==> config.mk <==
export PLATFORM = sky130hd
export DESIGN_NAME = mme_fifo
export DESIGN_NICKNAME = d
export VERILOG_FILES = /design/src/design/mme_pkg.sv /design/src/design/mme_fifo.sv
export SDC_FILE = /design/constraint.sdc
export NUM_CORES = 1
export LEC_CHECK = 0
export BUFFER_PORTS_ARGS = -buffer_cell sky130_fd_sc_hd__buf_2
export CORE_MARGIN = 10
export CORE_UTILIZATION = 53
export CTS_BUF_LIST = sky130_fd_sc_hd__clkbuf_4
export CTS_CLUSTER_SIZE = 25
export DETAILED_ROUTE_END_ITERATION = 6
export MAX_ROUTING_LAYER = met4
export PLACE_DENSITY = 0.74
export RECOVER_POWER = 100
export SYNTH_ARGS = -nofsm -noshare
export SYNTH_HDL_FRONTEND = slang
export SYNTH_SLANG_ARGS = --single-unit
==> constraint.sdc <==
create_clock -name clk -period 3.2 [get_ports clk]
set_input_delay 0.8 -clock clk [delete_from_list [all_inputs] [get_ports clk]]
set_output_delay 0.8 -clock clk [all_outputs]
set_load 0.01 [all_outputs]
==> src/design/mme_pkg.sv <==
// Shared types and constants of the matrix multiply engine.
// No dependencies; imported by every module of the block.
package mme_pkg;

	// Request kinds carried on the input tuser field
	localparam int REQ_W = 2;
	localparam logic [REQ_W-1:0] REQ_LOAD_A = 2'd0;
	localparam logic [REQ_W-1:0] REQ_LOAD_B = 2'd1;
	localparam logic [REQ_W-1:0] REQ_ROW    = 2'd2;

	// Configuration register indexes
	localparam int CFG_IDX_W = 2;
	localparam logic [CFG_IDX_W-1:0] CFG_ROWS_A    = 2'd0;
	localparam logic [CFG_IDX_W-1:0] CFG_INNER_DIM = 2'd1;
	localparam logic [CFG_IDX_W-1:0] CFG_COLS_B    = 2'd2;

	// Entries of the command queue between front and back
	localparam int CMD_FIFO_DEPTH = 4;

	// Back-end sequencer states
	typedef enum logic [2:0] {
		BK_IDLE  = 3'b001,
		BK_RUN   = 3'b010,
		BK_DRAIN = 3'b100
	} back_state_t;

endpackage

==> src/design/mme_fifo.sv <==
// Small command queue that decouples the front end from the back end.
// Show-ahead read; depends on mme_pkg only for the common import style.
module mme_fifo #(
	parameter int WIDTH = 28,
	parameter int DEPTH = 4
) (
	input  logic             clk,
	input  logic             arst_n,
	input  logic             push,
	input  logic [WIDTH-1:0] wr_data,
	output logic             full,
	input  logic             pop,
	output logic [WIDTH-1:0] rd_data,
	output logic             empty
);
	import mme_pkg::*;

	localparam int PTR_W = (DEPTH > 1) ? $clog2(DEPTH) : 1;
	localparam int CNT_W = $clog2(DEPTH + 1);

	logic [WIDTH-1:0] mem_q [DEPTH];
	logic [PTR_W-1:0] wr_ptr_q;
	logic [PTR_W-1:0] rd_ptr_q;
	logic [CNT_W-1:0] count_q;
	logic             do_push;
	logic             do_pop;

	assign full    = (count_q == CNT_W'(DEPTH));
	assign empty   = (count_q == '0);
	assign do_push = push && !full;
	assign do_pop  = pop && !empty;
	assign rd_data = mem_q[rd_ptr_q];

	// storage
	always_ff @(posedge clk) begin
		if (do_push) begin
			mem_q[wr_ptr_q] <= wr_data;
		end
	end

	// pointers and fill level
	always_ff @(posedge clk or negedge arst_n) begin
		if (!arst_n) begin
			wr_ptr_q <= '0;
			rd_ptr_q <= '0;
			count_q  <= '0;
		end else begin
			if (do_push) begin
				wr_ptr_q <= (wr_ptr_q == PTR_W'(DEPTH - 1)) ? '0 : wr_ptr_q + 1'b1;
			end
			if (do_pop) begin
				rd_ptr_q <= (rd_ptr_q == PTR_W'(DEPTH - 1)) ? '0 : rd_ptr_q + 1'b1;
			end
			if (do_push && !do_pop) begin
				count_q <= count_q + 1'b1;
			end else if (do_pop && !do_push) begin
				count_q <= count_q - 1'b1;
			end
		end
	end

endmodule

## After elaboration in Yosys (flattened, before gate mapping)

Memories as Yosys holds them, arrays and structs flattened.
Cells that the tools add are included.

| storage, ports and cells | value |
|---|---|
| register bits | 7 |
| memory bits (writable) | 112 |
| input port bits | 32 |
| output and inout port bits | 30 |
| word-level logic and storage cells | 27 |
| memories | 1 |

Memories:

| name | depth | width | rd ports | clocked after Yosys merged registers in | write ports | line | RTL |
|---|---|---|---|---|---|---|---|
| mem_q | 4 | 28 | 1 | 0 | 1 | mme_fifo.sv:21 | `logic [WIDTH-1:0] mem_q [DEPTH];` |

| cells by class | value |
|---|---|
| add/sub/neg operators | 4 |
| equal/unequal tests | 3 |
| multiplexer cells | 6 |
| reductions and logical operators | 10 |

Operators with widths:

| kind | count |
|---|---|
| two-way mux 3 bit | 2 |
| adder 2 x 1 -> 2 bit (second input constant) | 2 |
| equality test 2 bit (second input constant) | 2 |
| logical AND 1 bit | 4 |
| logical NOT 1 bit | 4 |
| two-way mux 2 bit | 2 |
| adder 3 x 1 -> 3 bit (second input constant) | 1 |
| equality test 3 bit (second input constant) | 1 |
| logical NOT 3 bit | 1 |
| subtractor 3 x 1 -> 3 bit (second input constant) | 1 |
| two-way mux 1 bit | 2 |
| nonzero test 2 bit | 1 |

## Longest topological paths before layout

| logic depth | value |
|---|---|
| depth after elaboration | 7 |
| gate-level depth with buffers | 8 |

## Worst setup path before layout

Ideal clock, no wire load.

| path | value |
|---|---|
| path type | input port to flip-flop |
| start | input push |
| end | memory mem_q[3][0] (enable) |
| library setup time | 0.413 ns |
| data arrival time | 2.041 ns |
| data required time | 2.787 ns |
| path slack | 0.745 ns |
| cell stages on the path | 2 |
| cell sequence | nand2_1 > nor2_1 |

| on the way | value |
|---|---|
| cells in the longest elaborated chain, start to end | 3 |

Ends and longest elaborated chain:

| item | line | RTL |
|---|---|---|
| start: declaration | mme_fifo.sv:9 | `input logic push,` |
| logical AND 1 bit | mme_fifo.sv:30 | `assign do_push = push && !full;` |
| two-way mux 1 bit | mme_fifo.sv:36 | `if (do_push) begin` |
| two-way mux 1 bit (not written as such) | mme_fifo.sv:37 | `mem_q[wr_ptr_q] <= wr_data;` |
| end: declaration | mme_fifo.sv:21 |  |

No other way between the ends.

## Final worst setup path

| path | value |
|---|---|
| start | register rd_ptr_q[0] |
| end | output rd_data[22] |

| on the way | value |
|---|---|
| cells in the longest elaborated chain, start to end | 1 |

Ends and longest elaborated chain:

| item | line | RTL |
|---|---|---|
| start: declaration | mme_fifo.sv:23 | `logic [PTR_W-1:0] rd_ptr_q;` |
| start signal: assignment | mme_fifo.sv:52 | `rd_ptr_q <= (rd_ptr_q == PTR_W'(DEPTH - 1)) ? '0 : rd_ptr_q + 1'b1;` |
| memory (4 x 28 bit) | - |  |
| end: declaration | mme_fifo.sv:13 | `output logic [WIDTH-1:0] rd_data,` |

No other way between the ends.

==> reports/summary.txt <==
Status -> finished, violations left
Violated checks -> max-capacitance violations, max-slew violations
Clk root buf -> clkbuf_4
Starting Density -> 0.546
DRT antenna net count -> 0
Hold crit path type -> in2async
Layout cells sized above 1 -> 0.254
Worst-Skew Late Latency -> 0.50 ns
Slew @ Worst Pin -> 1.77 ns
Number of H-tree levels -> 4
Setup CP Type -> reg2out
CTS tree -> yes
R2r endpoint -> mem_q[3][18]
Critical Path Fanout Max -> 19
Global-route usage over all layers -> 0.132
Floorplan core area -> 0.00822 mm²
TritonRoute pass-1 iters -> 5
Clock Tree Buf Depth -> 2
Power per cell area -> 896 mW/mm²
FFs w/ async S/R, synth -> 0.0588
Sink Count -> 119
Via count -> 2048
Initial drt markers -> 139
# IOs -> 62
Fmax -> 0.350 GHz
Crit start category -> flop
Top cells by count, synth -> 112 x edfxtp_1, 28 x mux4_2, 7 x dfrtp_1
Rel. slew slack -> -0.179
Final std cells w/o fill -> 381
Final Critical Period -> 2.86 ns
Setup Viol. Count Final -> 0
Die Width -> 112 µm
Post-route DRC -> 0
Vias in the first global route -> 2259
CP Capture Type -> primary output
Hold_ws -> 0.214 ns
Cts hold-fix bufs -> 0
Library cells used by synthesis -> 21
Pin count of the biggest net entering global routing -> 29
WL final -> 7650 µm
Post-DP HPWL -> 5000 µm
FF+latch count, synth -> 119
Gate Count Post-Synth -> 183
Leakage -> 1.68 nW
Initial antenna violation count -> 0
Reg2Reg Depth -> 4
Area share of the largest cell type after synthesis -> 0.750
Clock skew -> 0.0141 ns
Synth area leader -> edfxtp_1
Post-Syn Area -> 0.00448 mm²
EDFF count, synth -> 112
Syn Area/Cell -> 24.5 µm²
Most used DFF post-synth -> edfxtp_1
Setup crit start -> rd_ptr_q[0]
Setup tns final -> 0 ns
Grt total ovfl -> 0
Worst EP required -> 2.40 ns
IO Port Bufs -> 61
Routability cong. -> 0.668
Max IR drop VDD -> 0.000413 V
Reg-to-reg slack, setup -> 0.73 ns
YS warnings -> 0
Antenna Cells -> 0
WP data arrival -> 2.06 ns
CTS Buf Count -> 17
RSZ-0062 raised after global routing -> no
Die area -> 0.0125 mm²
# Post-CTS Setup Buffers -> 0
Placed Instances -> 350
Synth top area cells -> edfxtp_1 75%, mux4_2 14%, dfrtp_1 3.9%
Area growth syn-to-layout -> 14.7%
Final Net Count -> 303
First-pass GRT wire length -> 12100 µm
CP endpoint -> rd_data[22]
Fillers -> 589
Max-cap viol count -> 1
Reg2reg start -> wr_ptr_q[0]
Most frequent cell after synthesis -> edfxtp_1
Clock-pin slew of the registers on the worst-case setup and hold paths -> 0.09 ns
Slew Viols, Final -> 29
Hold Fails Final Rpt -> 0
DR WL/cell -> 20.1 µm
Final worst path period share -> 0.894
Die height -> 112 µm
Register area share after synthesis -> 0.789
Syn nets -> 222
Post-CTS Resized -> 0
Row Count -> 33
Via density -> 5.38
[per-stage QoR]
step,cell area (µm²),power (mW),util,worst slack [ns]
final,5140,4.61,0.626,0.340
after global routing,5140,4.90,0.626,0.144
after CTS,5250,4.78,0.639,0.242
after detailed placement,4970,3.74,0.605,0.813
after global placement,4970,3.70,0.605,0.826
after floorplan,4480,3.18,-,0.745
[area by class of cell]
class / instances / area, µm² / share of cell area
clock buffer: 19 / 143 / 0.0277
clock inverter: 12 / 135 / 0.0263
inverter: 3 / 11.3 / 0.00219
multi-input combinational: 55 / 890 / 0.173
sequential: 119 / 3540 / 0.688
tap: 105 / 131 / 0.0255
timing repair buffer: 68 / 295 / 0.0574
[layout by cell type (no fill, tap or decap)]
master / instances
a21o_1: 1
and2_0: 3
buf_12: 2
buf_2: 4
bufinv_16: 3
clkbuf_1: 60
clkbuf_2: 2
clkbuf_4: 19
clkinv_1: 2
clkinv_2: 6
clkinvlp_4: 1
dfrtp_1: 6
dfrtp_2: 1
edfxtp_1: 112
fa_1: 1
ha_1: 6
inv_1: 3
mux2_1: 2
mux2_4: 2
mux4_2: 28
nand2_1: 1
nor2_1: 2
nor2_4: 1
nor2b_1: 1
nor3_1: 2
nor3b_1: 1
o31ai_2: 1
xnor2_1: 1
xor2_1: 2
[routing by layer]
layer | part of all wire | global-route usage | routed length [µm]
met5 | 0 | - | 0
met1 | 0.40 | 0.136 | 3070
met4 | 0.0067 | 0.0482 | 51
met3 | 0.056 | 0.0612 | 431
met2 | 0.53 | 0.216 | 4090
[cells by family after synthesis]
family	count (synthesis)	share of synthesized area
flops	119	0.789
mux	32	0.152
simple gates	11	0.0170
buf+inv	9	0.0100
fa+ha+maj	7	0.0212
xor+xnor	3	0.00586
compound gates	2	0.00446
[how the worst min path moves through the flow]
| stage | to | from | cells past startpoint | slack [ns] |
|---|---|---|---|---|
| 6_report | count_q[2] | arst_n | 1 | 0.21 |
| 3_3_place_gp | count_q[2] | count_q[2] | 1 | 0.52 |
| 4_1_cts | count_q[2] | arst_n | 1 | 0.09 |
| 5_1_grt | count_q[2] | arst_n | 1 | 0.18 |
| 2_1_floorplan | count_q[0] | arst_n | 0 | 0.50 |
| 3_5_place_dp | count_q[2] | count_q[2] | 1 | 0.53 |
[sequential cells by signal, summed over array words and instances, names as in the netlist]
name      count
wr_ptr_q      2
count_q       3
mem_q       112
rd_ptr_q      2
[critical path, stage by stage (launching register included)]
cell,delay [ns]
dfrtp_2,0.62
buf_12,0.25
mux4_2,0.54
clkbuf_1,0.15
[report_power, final]
part | internal, mW | switching (mW) | total, mW
clock network | 0.541 | 0.492 | 1.03
logic | 0.629 | 0.695 | 1.32
registers | 2.07 | 0.182 | 2.25
(Power assumes the default switching activity.)
