## config.mk

```make
export PLATFORM = sky130hd
export DESIGN_NAME = mme_front
export DESIGN_NICKNAME = d
export VERILOG_FILES = /design/src/design/mme_pkg.sv /design/src/design/mme_front.sv
export SDC_FILE = /design/constraint.sdc
export NUM_CORES = 1
export LEC_CHECK = 0
export CAP_MARGIN = 20
export CORE_MARGIN = 2
export CORE_UTILIZATION = 59
export CTS_BUF_LIST = sky130_fd_sc_hd__clkbuf_16
export CTS_CLUSTER_DIAMETER = 120
export DETAILED_ROUTE_END_ITERATION = 7
export DONT_BUFFER_PORTS = 1
export GPL_TIMING_DRIVEN = 0
export HOLD_SLACK_MARGIN = 0.1
export PLACE_DENSITY = 0.75
export SKIP_LAST_GASP = 1
export SYNTH_ARGS = -nofsm -noshare
export SYNTH_HDL_FRONTEND = slang
export SYNTH_SLANG_ARGS = --single-unit
export TNS_END_PERCENT = 100
```

## constraint.sdc

```tcl
create_clock -name clk -period 1.6 [get_ports clk]
set_input_delay 0.16 -clock clk [delete_from_list [all_inputs] [get_ports clk]]
set_output_delay 0.16 -clock clk [all_outputs]
set_load 0.02 [all_outputs]
```

## src/design/mme_pkg.sv

```systemverilog
// Shared types and constants of the matrix multiply engine.
// No dependencies; imported by every module of the block.
package mme_pkg;

	// Request kinds carried on the input tuser field
	localparam int REQ_W = 2;
	localparam logic [REQ_W-1:0] REQ_LOAD_A = 2'd0;
	localparam logic [REQ_W-1:0] REQ_LOAD_B = 2'd1;
	localparam logic [REQ_W-1:0] REQ_ROW    = 2'd2;

	// Configuration register indexes
	localparam int CFG_IDX_W = 2;
	localparam logic [CFG_IDX_W-1:0] CFG_ROWS_A    = 2'd0;
	localparam logic [CFG_IDX_W-1:0] CFG_INNER_DIM = 2'd1;
	localparam logic [CFG_IDX_W-1:0] CFG_COLS_B    = 2'd2;

	// Entries of the command queue between front and back
	localparam int CMD_FIFO_DEPTH = 4;

	// Back-end sequencer states
	typedef enum logic [2:0] {
		BK_IDLE  = 3'b001,
		BK_RUN   = 3'b010,
		BK_DRAIN = 3'b100
	} back_state_t;

endpackage

```

## src/design/mme_front.sv

```systemverilog
// Front end: dimension registers, input handshake and request screening.
// Depends on mme_pkg.
module mme_front #(
	parameter int MAX_DIM = 32,
	parameter int IDX_W   = 5,
	parameter int REG_W   = 6
) (
	input  logic                          clk,
	input  logic                          arst_n,
	// input beat fields
	input  logic                          in_valid,
	output logic                          in_ready,
	input  logic [mme_pkg::REQ_W-1:0]     in_kind,
	input  logic [IDX_W-1:0]              in_row,
	input  logic [IDX_W-1:0]              in_col,
	// command queue write side
	input  logic                          cmd_full,
	output logic                          cmd_push,
	// configuration write port
	input  logic                          cfg_we,
	input  logic [mme_pkg::CFG_IDX_W-1:0] cfg_addr,
	input  logic [REG_W-1:0]              cfg_wdata,
	// dimensions for the back end
	output logic [REG_W-1:0]              inner_dim,
	output logic [REG_W-1:0]              cols_b
);
	import mme_pkg::*;

	logic [REG_W-1:0] rows_a_q;
	logic [REG_W-1:0] inner_dim_q;
	logic [REG_W-1:0] cols_b_q;
	logic [REG_W-1:0] cfg_clamped;
	logic             in_store;
	logic             keep;

	// Zero reads as one, anything above the store size saturates
	always_comb begin
		if (cfg_wdata == '0) begin
			cfg_clamped = REG_W'(1);
		end else if (cfg_wdata > REG_W'(MAX_DIM)) begin
			cfg_clamped = REG_W'(MAX_DIM);
		end else begin
			cfg_clamped = cfg_wdata;
		end
	end

	always_ff @(posedge clk or negedge arst_n) begin
		if (!arst_n) begin
			rows_a_q    <= REG_W'(MAX_DIM);
			inner_dim_q <= REG_W'(MAX_DIM);
			cols_b_q    <= REG_W'(MAX_DIM);
		end else if (cfg_we) begin
			unique case (cfg_addr)
				CFG_ROWS_A:    rows_a_q    <= cfg_clamped;
				CFG_INNER_DIM: inner_dim_q <= cfg_clamped;
				CFG_COLS_B:    cols_b_q    <= cfg_clamped;
				default: ;
			endcase
		end
	end

	// Loads must land inside the store; row requests inside the product
	assign in_store = ({1'b0, in_row} < (IDX_W+1)'(MAX_DIM)) &&
	                  ({1'b0, in_col} < (IDX_W+1)'(MAX_DIM));

	always_comb begin
		unique case (in_kind)
			REQ_LOAD_A, REQ_LOAD_B: keep = in_store;
			REQ_ROW:                keep = (REG_W'(in_row) < rows_a_q);
			default:                keep = 1'b0;
		endcase
	end

	assign in_ready  = !cmd_full;
	assign cmd_push  = in_valid && in_ready && keep;
	assign inner_dim = inner_dim_q;
	assign cols_b    = cols_b_q;

endmodule

```

### Word level (Yosys, flattened, before mapping)

Index checks and enable logic that the tools add are counted.

* register bits: 18
* input port bits: 25
* output and inout port bits: 14
* word-level logic and storage cells: 22

* magnitude comparators: 2
* eq/ne operators: 4
* muxes and demuxes: 3
* reduce and logical (&&, ||, !) cells: 10

Operators with widths (count)
* 6-bit two-way mux: 2
* 6-bit > comparator (second input constant): 1
* 6-bit logical NOT: 1
* 5-bit by 6-bit less-than comparator with 1-bit output: 1
* 2-bit AND reduction: 3
* 2-bit by 1-bit == test with 1-bit output (second input constant): 2
* 2-bit == test (second input constant): 2
* 2-bit logical NOT: 2
* 1-bit logical AND: 2
* 1-bit one-hot mux with 2 select lines: 1
* 2-bit OR reduction: 1
* 1-bit logical NOT: 1

### Longest topological paths before layout

* depth in word-level cells: 4
* depth in mapped cells: 5
* depth with buffers taken out: 5

### Worst setup path after synthesis

Ideal clock, no wire load.

* path type: register -> output
* from: register rows_a_q[4]
* to: output port cmd_push
* data arrival time: 1494 ps
* setup slack: -54 ps
* stages on the path, launching flop included: 6
* buffers on the path: 0
* cells stage by stage: dfrtp_1 inv_1 ha_1 a21oi_1 o211ai_1 a221oi_1

* word-level cells in the longest chain between the ends: 3

RTL lines
* from (decl): RTL line mme_front.sv:29 `logic [REG_W-1:0] rows_a_q;`
* from (signal assigned): RTL line mme_front.sv:49 `rows_a_q <= REG_W'(MAX_DIM);`
* from (signal assigned): RTL line mme_front.sv:54 `CFG_ROWS_A: rows_a_q <= cfg_clamped;`
* 5-bit by 6-bit less-than comparator with 1-bit output: RTL line mme_front.sv:69 `REQ_ROW: keep = (REG_W'(in_row) < rows_a_q);`
* 1-bit one-hot mux with 2 select lines: RTL line mme_front.sv:67 `unique case (in_kind)`
* 1-bit logical AND: RTL line mme_front.sv:75 `assign cmd_push = in_valid && in_ready && keep;`
* to (decl): RTL line mme_front.sv:18 `output logic cmd_push,`

Every way passes these cells.

### Worst setup path in the final report

Ends and elaborated chain as after synthesis.

==> metrics.txt <==
run status=finished with violations; violated checks=negative setup slack; final antenna-violating net count=0; cell area after layout=around 1000 um^2; number of I/O pins=39; Async S/R FF share, synth=100%; post-synthesis net count=112; leakage dissipation=0.000462 uW; average wire length per cell after detail routing=about 15 um; Yosys warning total=0; proportion of layout cells with a drive suffix above 1=26.4%; CP Launch Type=flip-flop; count of final hold-check violations=0; Clock Tree Root=sky130_fd_sc_hd__clkbuf_16; Netlist Area Pre-Place=861 um^2; register cell area after layout=454 um^2; area of combinational cells with multiple inputs=a little over 400 um^2; final routed wirelength across all metal layers=1580 um; First-pass DRT Iterations=4; highest attainable clock frequency=0.571 GHz; ratio of final minimum period to clock period=109%; max-slew violation total from the final report=0; Die X-Extent=between 40 and 50 um; Detailed Place HPWL=1150 um; vias in the first global route=573; Total Die Area=1780 um^2; clock tree from TritonCTS=done; Clock H-tree levels=1; pin count of the biggest net entering global routing=19; largest buffer count on any clock path=2; final antenna diode count=0; syn avg cell area=10.4 um^2; Worst Tran Pin Value=0.790 ns; area of the core=1330 um^2; utilization of the core after routing=78.0%; Yosys cell types=22; Crit path required time=1.44 ns; overall fraction of global-route tracks in use=20.2%; Synth Register Bits=18; relative area change from synthesis to final layout=20.8%; top cells by count, synth=sky130_fd_sc_hd__nand2_1, sky130_fd_sc_hd__dfrtp_1, sky130_fd_sc_hd__o21ai_0; time the final worst path needs with I/O delays and setup=1.75 ns; Max Fanout on Critical Path=3; max-cap violation count=0; top cells by area in the synthesized netlist=sky130_fd_sc_hd__dfrtp_1, sky130_fd_sc_hd__dfstp_2, sky130_fd_sc_hd__nand2_1; Placer Congestion=0.725; top flip-flop cell by instance count after synthesis=sky130_fd_sc_hd__dfrtp_1; worst-path cell chain=inv_2 -> ha_4 -> a21oi_2 -> o211ai_1 -> a221oi_4; CTS buffer count=3; DR DRC count=0; antenna violations before repair=0; ratio of routed vias to standard cells=5.60; cell count after placement=98; layout net count=121; Final Total Pwr=1300 uW; wire length of the first global-routing pass=2620 um; GRT overflow=0; VDD IR max=829 uV; number of core rows=13; biggest area consumer among synthesized cells=sky130_fd_sc_hd__dfrtp_1; standard cell area after detailed placement=886 um^2; number of non-filler instances in the completed layout=between 100 and 150; Pwr Density=1250 nW/um^2; worst-case setup margin in the final layout=-0.150 ns; die span in y=42.2 um; # setup viols final=1; Arrival @ worst endpoint=1.59 ns; element type at the critical path end=output pin; classification of the worst setup path=flip-flop to output pin; starting density of the core=64.5%; number of buffer cells added on primary ports=0; Num Clock Sinks=18; top-count cell post-synth=sky130_fd_sc_hd__nand2_1; portion of synthesized cell area occupied by the leading cell type=43.6%; setup repair after global routing missed its margin=yes; total number of vias=594; CP max-delay cell=sky130_fd_sc_hd__a221oi_4; worst-case clock skew=0 ns; worst setup slack before clock tree synthesis=slightly above 0.04 ns; Seq/Total Area, Yosys=a little over half; fill cell instance count of the final layout=87; worst hold-check path type=primary input to flip-flop; max-slew headroom at the worst pin=between 40% and 50%; EDFF count, synth=0; starting DRC count in detailed routing=8; Clock transition at path regs=0.05 ns; count of mapped cells out of synthesis=83; maximum single-stage delay on the critical path=0.42 ns; latest clock arrival within the worst-skew pair=0.25 ns
critical path: cells and delay by family (launching register included):
kind / cells / cell delay, ns
buffers and inverters: 1 / 0.07
flip-flops: 1 / 0.38
AO/OA/AOI/OAI: 3 / 0.70
adder cells (fa/ha/maj): 1 / 0.20
stage by stage:
stage          hold slack (ns)  TNS, ns
2_1_floorplan           -0.136        0
3_3_place_gp            -0.135        0
3_5_place_dp            -0.135        0
4_1_cts                  0.111   -0.180
5_1_grt                  0.131   -0.204
6_report                 0.106   -0.150
cells in the final DEF, fill, tap and decap left out, drive strengths merged:
cell	n
nand2b	5
buf	3
or3b	1
o21bai	1
nand3b	3
nor2	1
a21o	1
a21oi	1
a221oi	1
clkbuf	5
nor4	1
o211ai	1
ha	4
nand2	17
mux2	3
dfstp	3
dfrtp	15
nand4b	1
inv	7
dlygate4sd3	2
o21ai	15
state kept, by name, summed over array words and instances, names as in the netlist:
signal	flops
cols_b	6
inner_dim	6
rows_a_q	6
per-layer routing:
layer	up-vias	track usage, %	part of all wire (%)
li1	296	-	-
met1	265	24.1	40
met2	29	32.6	49
met3	4	6.90	8.8
met4	0	9.38	1.8
met5	-	0	0
what timing repair did:
action | CTS | global route
gates resized for setup | 3 | 3
hold buffers | 2 | 0
gates cloned | 0 | 0
setup buffers | 1 | 1
endpoints found under the hold margin | 21 | 0
pin swaps | 3 | 3
endpoints found under the setup margin | 1 | 1
cells by family after synthesis:
group | count (synthesis) | share of synthesized area, %
adders and majority gates | 4 | 5.81
muxes | 3 | 4.36
DFF | 18 | 52.8
buffers and inverters | 9 | 4.80
and+or+nand+nor | 29 | 17.2
AOI/OAI and AO/OA | 20 | 15.1
cell type report:
| type | instances | area share, % |
|---|---|---|
| clock inverters | 1 | 0.361 |
| multi-input cells | 56 | 39.6 |
| repair buffers | 4 | 3.37 |
| well taps | 15 | 1.81 |
| plain buffers | 3 | 1.81 |
| flip-flops and latches | 18 | 43.7 |
| inverters | 6 | 2.17 |
| clock buffers | 3 | 7.22 |
power breakdown:
group	internal, uW	switching [uW]
clock network	331	156
logic	93.0	93.4
registers	531	96.6
total	955	346
final timing paths:
kind	from	endpoint	slack, ns	cells past startpoint
setup / recovery	rows_a_q[4]$_DFFE_PN0P_	cmd_push	-0.15	5
hold / removal	cfg_wdata[3]	rows_a_q[3]$_DFFE_PN0P_	0.11	2
setup reg to reg	cols_b[5]$_DFFE_PN1P_	cols_b[5]$_DFFE_PN1P_	0.79	1
hold reg to reg	rows_a_q[1]$_DFFE_PN0P_	rows_a_q[1]$_DFFE_PN0P_	0.48	2
max in group asynchronous	arst_n	rows_a_q[2]$_DFFE_PN0P_	0.66	1
min in group asynchronous	arst_n	inner_dim[2]$_DFFE_PN0P_	0.44	1
Power figures use the tool's default switching activity.
